$ cat config.mk
export PLATFORM = sky130hd
export DESIGN_NAME = lox_token_scanner_flat
export DESIGN_NICKNAME = d
export VERILOG_FILES = /design/src/rtl/core/lts_pkg.sv /design/src/rtl/core/lts_if.sv /design/src/rtl/core/lts_scan.sv /design/src/rtl/core/lts_out.sv /design/src/rtl/core/lox_token_scanner.sv /design/src/flat_wrapper.sv
export SDC_FILE = /design/constraint.sdc
export NUM_CORES = 1
export LEC_CHECK = 0
export BUFFER_PORTS_ARGS = -buffer_cell sky130_fd_sc_hd__buf_2
export CAP_MARGIN = 20
export CORE_MARGIN = 2
export CORE_UTILIZATION = 55
export CTS_CLUSTER_DIAMETER = 60
export CTS_CLUSTER_SIZE = 20
export DETAILED_ROUTE_END_ITERATION = 10
export GPL_TIMING_DRIVEN = 1
export PLACE_DENSITY = 0.76
export SYNTH_ARGS = -nofsm -noshare
export SYNTH_HDL_FRONTEND = slang
export SYNTH_SLANG_ARGS = --single-unit
$ cat constraint.sdc
create_clock -name clock -period 7.34 [get_ports clock]
set_clock_uncertainty 0.15 [all_clocks]
set_input_delay 0 -clock clock [delete_from_list [all_inputs] [get_ports clock]]
set_output_delay 0 -clock clock [all_outputs]
set_load 0.005 [all_outputs]
$ cat src/rtl/core/lts_pkg.sv
// Package: token types, scanner mode codes, character codes and helper functions.
package lts_pkg;

   localparam logic [31:0] MAX_TOKEN_LENGTH = 32'd65535;
   localparam logic [31:0] LEN_CAP = (MAX_TOKEN_LENGTH < 32'h0000_FFFF) ?
                                     MAX_TOKEN_LENGTH : 32'h0000_FFFF;
   localparam int unsigned MAX_RESULTS = 3;

   // Character codes
   localparam logic [7:0] CH_NUL    = 8'h00;
   localparam logic [7:0] CH_TAB    = 8'h09;
   localparam logic [7:0] CH_LF     = 8'h0A;
   localparam logic [7:0] CH_CR     = 8'h0D;
   localparam logic [7:0] CH_SP     = 8'h20;
   localparam logic [7:0] CH_BANG   = 8'h21;
   localparam logic [7:0] CH_QUOTE  = 8'h22;
   localparam logic [7:0] CH_LPAREN = 8'h28;
   localparam logic [7:0] CH_RPAREN = 8'h29;
   localparam logic [7:0] CH_STAR   = 8'h2A;
   localparam logic [7:0] CH_PLUS   = 8'h2B;
   localparam logic [7:0] CH_COMMA  = 8'h2C;
   localparam logic [7:0] CH_MINUS  = 8'h2D;
   localparam logic [7:0] CH_DOT    = 8'h2E;
   localparam logic [7:0] CH_SLASH  = 8'h2F;
   localparam logic [7:0] CH_0      = 8'h30;
   localparam logic [7:0] CH_9      = 8'h39;
   localparam logic [7:0] CH_SEMI   = 8'h3B;
   localparam logic [7:0] CH_LT     = 8'h3C;
   localparam logic [7:0] CH_EQ     = 8'h3D;
   localparam logic [7:0] CH_GT     = 8'h3E;
   localparam logic [7:0] CH_LBRACE = 8'h7B;
   localparam logic [7:0] CH_RBRACE = 8'h7D;

   typedef enum logic [3:0] {
      M_IDLE    = 4'd0,
      M_SLASH   = 4'd1,
      M_COMMENT = 4'd2,
      M_BANG    = 4'd3,
      M_EQUAL   = 4'd4,
      M_LESS    = 4'd5,
      M_GREATER = 4'd6,
      M_INT     = 4'd7,
      M_DOT     = 4'd8,
      M_FRAC    = 4'd9,
      M_STRING  = 4'd10
   } scan_mode_type;

   typedef enum logic [4:0] {
      K_LPAREN     = 5'd0,
      K_RPAREN     = 5'd1,
      K_LBRACE     = 5'd2,
      K_RBRACE     = 5'd3,
      K_SEMI       = 5'd4,
      K_COMMA      = 5'd5,
      K_DOT        = 5'd6,
      K_MINUS      = 5'd7,
      K_PLUS       = 5'd8,
      K_SLASH      = 5'd9,
      K_STAR       = 5'd10,
      K_BANG       = 5'd11,
      K_BANG_EQ    = 5'd12,
      K_EQ         = 5'd13,
      K_EQ_EQ      = 5'd14,
      K_LESS       = 5'd15,
      K_LESS_EQ    = 5'd16,
      K_GREATER    = 5'd17,
      K_GREATER_EQ = 5'd18,
      K_STRING     = 5'd19,
      K_NUMBER     = 5'd20,
      K_UNTERM     = 5'd21,
      K_UNEXP      = 5'd22,
      K_EOF        = 5'd23
   } token_kind_type;

   typedef struct packed {
      token_kind_type kind;
      logic [31:0]    start;
      logic [15:0]    length;
      logic [31:0]    line;
   } token_type;

   // Up to three tokens produced by one source byte, in emission order
   typedef struct packed {
      logic [1:0]                      count;
      token_type [MAX_RESULTS-1:0]     slot;
   } bundle_type;

   function automatic logic [15:0] sat_len(input logic [31:0] d);
      return (d > LEN_CAP) ? LEN_CAP[15:0] : d[15:0];
   endfunction

   function automatic token_type mk_token(input token_kind_type kind,
                                          input logic [31:0] start,
                                          input logic [31:0] len,
                                          input logic [31:0] line);
      token_type t;
      t.kind   = kind;
      t.start  = start;
      t.length = sat_len(len);
      t.line   = line;
      return t;
   endfunction

   // Operator kind for a pending ! = < > with or without a trailing '='
   function automatic token_kind_type op_kind(input scan_mode_type m, input logic pair);
      token_kind_type k;
      case (m)
         M_BANG:    k = pair ? K_BANG_EQ    : K_BANG;
         M_EQUAL:   k = pair ? K_EQ_EQ      : K_EQ;
         M_LESS:    k = pair ? K_LESS_EQ    : K_LESS;
         M_GREATER: k = pair ? K_GREATER_EQ : K_GREATER;
         default:   k = K_UNEXP;
      endcase
      return k;
   endfunction

endpackage

$ cat src/rtl/core/lts_if.sv
// Interfaces: source byte channel and token channel.
interface lts_req_if;
   import lts_pkg::*;
   logic       valid;
   logic       ready;
   logic [7:0] ch;

   modport source (output valid, output ch, input ready);
   modport sink   (input valid, input ch, output ready);
endinterface

interface lts_rsp_if;
   import lts_pkg::*;
   logic        valid;
   logic        ready;
   logic [4:0]  token_kind;
   logic [31:0] token_start;
   logic [15:0] token_length;
   logic [31:0] token_line;
   logic        last_of_run;

   modport source (output valid, output token_kind, output token_start,
                   output token_length, output token_line, output last_of_run,
                   input ready);
   modport sink   (input valid, input token_kind, input token_start,
                   input token_length, input token_line, input last_of_run,
                   output ready);
endinterface

$ cat src/rtl/core/lts_scan.sv
// Scanner state and per-byte token decode.
module lts_scan
   import lts_pkg::*;
(
   input  logic       clock,
   input  logic       reset,
   input  logic       step,
   input  logic [7:0] ch,
   output bundle_type bundle
);

   scan_mode_type mode_ff, mode_in;
   logic [31:0]   start_ff, start_in;
   logic [31:0]   pos_ff, pos_in;
   logic [31:0]   line_ff, line_in;

   token_type brk0, brk1, p0, tail;
   logic      brk0_v, brk1_v, p0_v, p1_v, t_v;
   logic      fall, nl, is_digit;
   logic [31:0] pm1;

   always_ff @(posedge clock) begin
      if (reset) begin
         mode_ff  <= M_IDLE;
         start_ff <= '0;
         pos_ff   <= '0;
         line_ff  <= 32'd1;
      end else if (step) begin
         mode_ff  <= mode_in;
         start_ff <= start_in;
         pos_ff   <= pos_in;
         line_ff  <= line_in;
      end
   end

   always_comb begin
      pm1      = pos_ff - 32'd1;
      is_digit = (ch >= CH_0) && (ch <= CH_9);

      // Tokens owed by the pending mode when the next byte does not extend it
      brk0_v = 1'b0;
      brk1_v = 1'b0;
      brk0   = mk_token(K_SLASH, start_ff, 32'd1, line_ff);
      brk1   = mk_token(K_DOT, pm1, 32'd1, line_ff);
      unique case (mode_ff)
         M_SLASH: begin
            brk0_v = 1'b1;
         end
         M_BANG, M_EQUAL, M_LESS, M_GREATER: begin
            brk0_v = 1'b1;
            brk0   = mk_token(op_kind(mode_ff, 1'b0), start_ff, 32'd1, line_ff);
         end
         M_INT, M_FRAC: begin
            brk0_v = 1'b1;
            brk0   = mk_token(K_NUMBER, start_ff, pos_ff - start_ff, line_ff);
         end
         M_DOT: begin
            brk0_v = 1'b1;
            brk1_v = 1'b1;
            brk0   = mk_token(K_NUMBER, start_ff, pm1 - start_ff, line_ff);
         end
         M_STRING: begin
            brk0_v = 1'b1;
            brk0   = mk_token(K_UNTERM, start_ff, pos_ff - start_ff, line_ff);
         end
         default: begin
         end
      endcase

      mode_in  = mode_ff;
      start_in = start_ff;
      pos_in   = pos_ff + 32'd1;
      line_in  = line_ff;
      p0       = brk0;
      p0_v     = 1'b0;
      p1_v     = 1'b0;
      t_v      = 1'b0;
      tail     = mk_token(K_EOF, pos_ff, 32'd0, line_ff);
      fall     = 1'b0;
      nl       = 1'b0;

      if (ch == CH_NUL) begin
         // End of source: flush, then eof, then back to reset values
         p0_v     = brk0_v;
         p1_v     = brk1_v;
         t_v      = 1'b1;
         mode_in  = M_IDLE;
         start_in = '0;
         pos_in   = '0;
         line_in  = 32'd1;
      end else begin
         unique case (mode_ff)
            M_SLASH: begin
               if (ch == CH_SLASH) begin
                  mode_in = M_COMMENT;
               end else begin
                  p0_v = 1'b1;
                  fall = 1'b1;
               end
            end
            M_COMMENT: begin
               if (ch == CH_LF) begin
                  nl      = 1'b1;
                  mode_in = M_IDLE;
               end
            end
            M_BANG, M_EQUAL, M_LESS, M_GREATER: begin
               p0_v = 1'b1;
               if (ch == CH_EQ) begin
                  p0      = mk_token(op_kind(mode_ff, 1'b1), start_ff, 32'd2, line_ff);
                  mode_in = M_IDLE;
               end else begin
                  fall = 1'b1;
               end
            end
            M_INT: begin
               if (ch == CH_DOT) begin
                  mode_in = M_DOT;
               end else if (!is_digit) begin
                  p0_v = 1'b1;
                  fall = 1'b1;
               end
            end
            M_DOT: begin
               if (is_digit) begin
                  mode_in = M_FRAC;
               end else begin
                  p0_v = 1'b1;
                  p1_v = 1'b1;
                  fall = 1'b1;
               end
            end
            M_FRAC: begin
               if (!is_digit) begin
                  p0_v = 1'b1;
                  fall = 1'b1;
               end
            end
            M_STRING: begin
               if (ch == CH_QUOTE) begin
                  p0_v    = 1'b1;
                  p0      = mk_token(K_STRING, start_ff, pos_ff - start_ff + 32'd1, line_ff);
                  mode_in = M_IDLE;
               end else if (ch == CH_LF) begin
                  nl = 1'b1;
               end
            end
            default: begin
               fall = 1'b1;
            end
         endcase

         // Byte starts afresh
         if (fall) begin
            mode_in = M_IDLE;
            case (ch) inside
               CH_SP, CH_CR, CH_TAB: begin
               end
               CH_LF: nl = 1'b1;
               CH_LPAREN: begin t_v = 1'b1; tail = mk_token(K_LPAREN, pos_ff, 32'd1, line_ff); end
               CH_RPAREN: begin t_v = 1'b1; tail = mk_token(K_RPAREN, pos_ff, 32'd1, line_ff); end
               CH_LBRACE: begin t_v = 1'b1; tail = mk_token(K_LBRACE, pos_ff, 32'd1, line_ff); end
               CH_RBRACE: begin t_v = 1'b1; tail = mk_token(K_RBRACE, pos_ff, 32'd1, line_ff); end
               CH_SEMI:   begin t_v = 1'b1; tail = mk_token(K_SEMI, pos_ff, 32'd1, line_ff); end
               CH_COMMA:  begin t_v = 1'b1; tail = mk_token(K_COMMA, pos_ff, 32'd1, line_ff); end
               CH_DOT:    begin t_v = 1'b1; tail = mk_token(K_DOT, pos_ff, 32'd1, line_ff); end
               CH_MINUS:  begin t_v = 1'b1; tail = mk_token(K_MINUS, pos_ff, 32'd1, line_ff); end
               CH_PLUS:   begin t_v = 1'b1; tail = mk_token(K_PLUS, pos_ff, 32'd1, line_ff); end
               CH_STAR:   begin t_v = 1'b1; tail = mk_token(K_STAR, pos_ff, 32'd1, line_ff); end
               CH_SLASH:  begin mode_in = M_SLASH;   start_in = pos_ff; end
               CH_BANG:   begin mode_in = M_BANG;    start_in = pos_ff; end
               CH_EQ:     begin mode_in = M_EQUAL;   start_in = pos_ff; end
               CH_LT:     begin mode_in = M_LESS;    start_in = pos_ff; end
               CH_GT:     begin mode_in = M_GREATER; start_in = pos_ff; end
               CH_QUOTE:  begin mode_in = M_STRING;  start_in = pos_ff; end
               [CH_0:CH_9]: begin mode_in = M_INT;   start_in = pos_ff; end
               default: begin
                  t_v  = 1'b1;
                  tail = mk_token(K_UNEXP, pos_ff, 32'd1, line_ff);
               end
            endcase
         end

         if (nl && (line_ff != 32'hFFFF_FFFF)) begin
            line_in = line_ff + 32'd1;
         end
      end

      // Pack in order; the second pending token only exists with the first
      bundle.count   = {1'b0, p0_v} + {1'b0, p1_v} + {1'b0, t_v};
      bundle.slot[0] = p0_v ? p0 : tail;
      bundle.slot[1] = p1_v ? brk1 : tail;
      bundle.slot[2] = tail;
   end

   a_line_nonzero: assert property (@(posedge clock) disable iff (reset)
      line_ff != 32'd0)
      else $error("line count reached zero");

   a_eof_resets: assert property (@(posedge clock) disable iff (reset)
      step && (ch == CH_NUL) |=> (pos_ff == 32'd0) && (line_ff == 32'd1) &&
                                 (mode_ff == M_IDLE) && (start_ff == 32'd0))
      else $error("scanner state not restored after end of source");

endmodule

$ cat src/rtl/core/lts_out.sv
// Result register: holds one byte's tokens and hands them out one per transfer.
module lts_out
   import lts_pkg::*;
(
   input  logic         clock,
   input  logic         reset,
   input  logic         load,
   input  bundle_type   bundle,
   output logic         free,
   lts_rsp_if.source    rsp_bus
);

   logic [1:0]                  cnt_ff, cnt_in;
   logic [1:0]                  idx_ff, idx_in;
   token_type [MAX_RESULTS-1:0] slot_ff, slot_in;
   logic                        last;
   token_type                   head;

   assign last = (idx_ff == (cnt_ff - 2'd1));
   assign free = (cnt_ff == 2'd0) || (rsp_bus.ready && last);
   assign head = slot_ff[idx_ff];

   assign rsp_bus.valid        = (cnt_ff != 2'd0);
   assign rsp_bus.token_kind   = head.kind;
   assign rsp_bus.token_start  = head.start;
   assign rsp_bus.token_length = head.length;
   assign rsp_bus.token_line   = head.line;
   assign rsp_bus.last_of_run  = last;

   always_comb begin
      cnt_in  = cnt_ff;
      idx_in  = idx_ff;
      slot_in = slot_ff;
      if (load) begin
         cnt_in  = bundle.count;
         idx_in  = 2'd0;
         slot_in = bundle.slot;
      end else if (rsp_bus.valid && rsp_bus.ready) begin
         if (last) begin
            cnt_in = 2'd0;
            idx_in = 2'd0;
         end else begin
            idx_in = idx_ff + 2'd1;
         end
      end
   end

   always_ff @(posedge clock) begin
      if (reset) begin
         cnt_ff <= 2'd0;
         idx_ff <= 2'd0;
      end else begin
         cnt_ff <= cnt_in;
         idx_ff <= idx_in;
      end
      slot_ff <= slot_in;
   end

   a_idx_in_range: assert property (@(posedge clock) disable iff (reset)
      (cnt_ff != 2'd0) |-> (idx_ff < cnt_ff))
      else $error("result index beyond stored count");

   a_run_continues: assert property (@(posedge clock) disable iff (reset)
      rsp_bus.valid && rsp_bus.ready && !rsp_bus.last_of_run |=> rsp_bus.valid)
      else $error("token run cut short");

endmodule

$ cat src/rtl/core/lox_token_scanner.sv
// Top level: input register, scanner and result register of the token scanner.
// Data path: a transferred byte is held in the input register and scanned once the result
//   register is free; its tokens are loaded into the result register and offered from there.
// Throughput: one byte per cycle while each byte yields at most one token and the output
//   is ready; a byte with more tokens holds the result register and input until taken.
// Reset: synchronous; empties the input and result registers, mode idle, position 0, line 1.
module lox_token_scanner
   import lts_pkg::*;
(
   input  logic      clock,
   input  logic      reset,
   lts_req_if.sink   req_bus,
   lts_rsp_if.source rsp_bus
);

   logic       in_valid_ff, in_valid_in;
   logic [7:0] in_ch_ff, in_ch_in;
   logic       free, load;
   bundle_type bundle;

   assign load          = in_valid_ff && free;
   assign req_bus.ready = !in_valid_ff || free;

   always_comb begin
      in_valid_in = in_valid_ff;
      in_ch_in    = in_ch_ff;
      if (req_bus.ready) begin
         in_valid_in = req_bus.valid;
         in_ch_in    = req_bus.ch;
      end
   end

   always_ff @(posedge clock) begin
      if (reset) begin
         in_valid_ff <= 1'b0;
      end else begin
         in_valid_ff <= in_valid_in;
      end
      in_ch_ff <= in_ch_in;
   end

   lts_scan u_scan (
      .clock  (clock),
      .reset  (reset),
      .step   (load),
      .ch     (in_ch_ff),
      .bundle (bundle)
   );

   lts_out u_out (
      .clock   (clock),
      .reset   (reset),
      .load    (load),
      .bundle  (bundle),
      .free    (free),
      .rsp_bus (rsp_bus)
   );

endmodule
$ cat src/flat_wrapper.sv
// flat-port wrapper written by rule: the top's interface ports become plain ports
module lox_token_scanner_flat import lts_pkg::*;
  (clock, reset, req_bus_valid, req_bus_ch, req_bus_ready, rsp_bus_valid, rsp_bus_token_kind, rsp_bus_token_start, rsp_bus_token_length, rsp_bus_token_line, rsp_bus_last_of_run, rsp_bus_ready);
  lts_req_if req_bus_i ();
  lts_rsp_if rsp_bus_i ();
  input  logic clock;
  input  logic reset;
  input wire logic [$bits(req_bus_i.valid)-1:0] req_bus_valid;
  input wire logic [$bits(req_bus_i.ch)-1:0] req_bus_ch;
  output wire logic [$bits(req_bus_i.ready)-1:0] req_bus_ready;
  output wire logic [$bits(rsp_bus_i.valid)-1:0] rsp_bus_valid;
  output wire logic [$bits(rsp_bus_i.token_kind)-1:0] rsp_bus_token_kind;
  output wire logic [$bits(rsp_bus_i.token_start)-1:0] rsp_bus_token_start;
  output wire logic [$bits(rsp_bus_i.token_length)-1:0] rsp_bus_token_length;
  output wire logic [$bits(rsp_bus_i.token_line)-1:0] rsp_bus_token_line;
  output wire logic [$bits(rsp_bus_i.last_of_run)-1:0] rsp_bus_last_of_run;
  input wire logic [$bits(rsp_bus_i.ready)-1:0] rsp_bus_ready;
  assign req_bus_i.valid = req_bus_valid;
  assign req_bus_i.ch = req_bus_ch;
  assign req_bus_ready = req_bus_i.ready;
  assign rsp_bus_valid = rsp_bus_i.valid;
  assign rsp_bus_token_kind = rsp_bus_i.token_kind;
  assign rsp_bus_token_start = rsp_bus_i.token_start;
  assign rsp_bus_token_length = rsp_bus_i.token_length;
  assign rsp_bus_token_line = rsp_bus_i.token_line;
  assign rsp_bus_last_of_run = rsp_bus_i.last_of_run;
  assign rsp_bus_i.ready = rsp_bus_ready;
  lox_token_scanner u_core (.clock(clock), .reset(reset), .req_bus(req_bus_i), .rsp_bus(rsp_bus_i));
endmodule
==> results.cfg <==
[die]
dieArea_sq_um = 35100
coreArea_sq_um = 33400
die_h_microns = 187
die_w_microns = 187
rows = 67
boundaryPins = 100
start_util = 0.554

[grt]
use_met1 = 0.422
top_usage_layer = met2
antenna_found_initial = 0
track_usage = 0.292
use_met2 = 0.462
grt_max_degree = 71
grt_pass1_wl_mm = 83.2
grt_pass1_vias = 15300
grt_use_met3 = 0.0349
overflow = 0

[routing]
drtIter0Drc = 1678
wire_per_inst_microns = 20.0
drt-vias-per-instance = 6.25
vias = 16500
ant_nets = 0
drtPass1Iterations = 6
wl_mm = 52.8
drc_errors = 0

[logic_synthesis]
yosysTopAreaCell = edfxtp_1
synth-async-reset-ratio = 0
yosysUniqueCellTypes = 97
synth_edf_count = 169
postSynthCellCount = 2136
ys_ff_latch = 274
syn-num-nets = 2219
yosysSeqAreaShare = 0.388
synth_warnings = 0
synth_top_area_share = 0.274
post-synth-top-count-cell = nor2_1
synthFlopType = edfxtp_1
ys_top_cells_by_area = edfxtp_1 (27%), dfxtp_1 (11%), ha_1 (4.6%), nor2_1 (4.4%), nand2_1 (4.3%)
syn_avg_cell_area_sq_um = 8.66
synthesis.area_sq_um = 18500
synth_common_cells = nor2_1 (216), nand2_1 (210), edfxtp_1 (169)

[sta]
setup_viol = 0
layout_setup_ws_ns = 0.284
hold_viol_final = 0
maxSlewViolCount = 0
relSlewSlack = 0.313
holdWs_ns = 0.0192
post-route-min-period_ns = 7.06
setup-tns-final_ns = 0
clock.fmax_mhz = 142
fin_crit_sh = 0.961
worstMarginPinSlew_ns = 1.03

[place]
gp_congestion = 0.964
numPortBuffers = 99
pre_cts_ws_ns = 0.104
dp_hpwl_mm = 37.3

[cells_and_area]
antenna_cells = 0
fin_nets = 2260
drive_above_1_share = 0.113
area_growth_pct = 10.7

[worst_setup_path]
cp.required_ns = 7.47
cp-end-kind = flip-flop
arrival_ns = 7.18
crit_path_max_fanout = 8
crit_path_start_kind = flip-flop
r2r_cells = 26
crit_type = flip-flop to flip-flop

[clock_tree]
cts_tree = yes
clk_latency_ns = 0.57
cts.sinks = 274
htreeDepth = 1
clockBufferDepth = 3
numCtsBuffers = 26
clk_pin_slew_ns = 0.08
cts-root-buf = clkbuf_16

[power_and_ir_drop]
ir_drop_mv = 0.177
total_power_mw = 3.73
leakage_nw = 7.69
cellPowerDensity_nw_per_um2 = 182

[hold_path]
min_path_cells = 2
min_path_type = input pin to flip-flop

[flow_run]
max_cap_violations = 0

[run_status]
outcome = finished clean
[layout make-up]
type | count | area [sq um]
clock buffer | 28 | 658
tap | 448 | 561
sequential | 274 | 7180
timing repair buffer | 152 | 941
fill | 2864 | 12900
multi-input combinational | 1651 | 10600
clock inverter | 20 | 269
inverter | 72 | 275
[routing by layer]
| metal | vias up | routed length (microns) | share of wire |
|---|---|---|---|
| li1 | 7879 | - | - |
| met5 | - | 0 | 0 |
| met4 | 0 | 1450 | 0.027 |
| met2 | 673 | 23700 | 0.45 |
| met3 | 89 | 4070 | 0.077 |
| met1 | 7896 | 23600 | 0.45 |
[path summary, 6_finish.rpt]
kind,startpoint,slack [ns],to
worst max-delay path,u_core.u_scan.pos_ff[0],0.28,u_core.u_out.slot_ff[42]
worst min-delay path,req_bus_ch[3],0.02,u_core.in_ch_ff[3]
worst max register to register,u_core.u_scan.pos_ff[0],0.28,u_core.u_out.slot_ff[42]
worst min register to register,u_core.u_scan.line_ff[14],0.33,u_core.u_out.slot_ff[14]
[registers in the layout (all words and copies together) (netlist names)]
name                    count
u_core.u_scan.start_ff     32
u_core.in_valid_ff          1
u_core.in_ch_ff             8
u_core.u_scan.mode_ff       4
u_core.u_out.idx_ff         2
u_core.u_scan.pos_ff       32
u_core.u_scan.line_ff      32
u_core.u_out.cnt_ff         2
u_core.u_out.slot_ff      161
[cell usage in the layout, fill, tap and decap left out, drive strengths merged, types with 12 or more instances in the layout]
master / n
a2111oi: 21
a211oi: 20
a21o: 23
a21oi: 147
a22oi: 50
a31oi: 13
and2: 66
and3: 27
buf: 132
clkbuf: 28
dfxtp: 105
dlygate4sd3: 20
edfxtp: 169
ha: 68
inv: 80
mux2i: 47
nand2: 210
nand2b: 12
nand3: 79
nand4: 43
nor2: 216
nor3: 50
nor4: 19
o211ai: 16
o21ai: 154
o31ai: 14
or3: 34
or4: 12
xnor2: 73
xor2: 88
[critical path, cell delays in order, from the launching register on]
cell and delay, ns:
dfxtp_1 0.40, inv_2 0.12, ha_1 0.21, nor3b_4 0.26, nand4_1 0.19, nor3_2 0.18
nand2_1 0.15, or3_1 0.39, or3_1 0.39, or3_1 0.38, or3_4 0.38, nor2_1 0.13
xor2_1 0.19, ha_2 0.35, a21oi_1 0.19, nor2_1 0.07, a311oi_1 0.29, o221ai_1 0.20
a311oi_1 0.27, and4_1 0.27, nand4_1 0.16, a2111oi_4 0.29, buf_4 0.20, buf_2 0.23
nand3_1 0.21, a2111oi_4 0.43, a22oi_2 0.08
[timing repair]
action	in CTS	in global routing
resized for setup	1	29
hold buffers	20	0
setup buffers	0	3
setup endpoints to repair	1	16
pin swaps	0	2
endpoints found under the hold margin	52	0
cloned	0	1
[metrics by stage]
step	area [sq um]	util	instances
after detailed placement	19200	0.576	2573
after CTS	20300	0.610	2641
final	20500	0.614	2645
after global placement	19200	0.576	2573
after global routing	20500	0.614	2645
after floorplan	18500	-	2136
[where the power goes]
part	leakage (nW)	switching (mW)	internal (mW)
clock network	0.451	0.708	0.743
logic	4.73	0.371	0.203
registers	2.50	0.0259	1.68
total	7.69	1.10	2.62
[kinds of logic (layout without fill, tap and decap cells)]
group	count (synthesis)	after routing	synth area share
AND/OR/NAND/NOR	822	822	0.217
AO/OA/AOI/OAI	545	545	0.193
multiplexers	52	52	0.0285
buffers and inverters	211	272	0.0475
adder cells (fa/ha/maj)	71	71	0.0492
XOR/XNOR	161	161	0.0762
flip-flops	274	274	0.388
No activity file was read; power rests on OpenSTA's default activity.
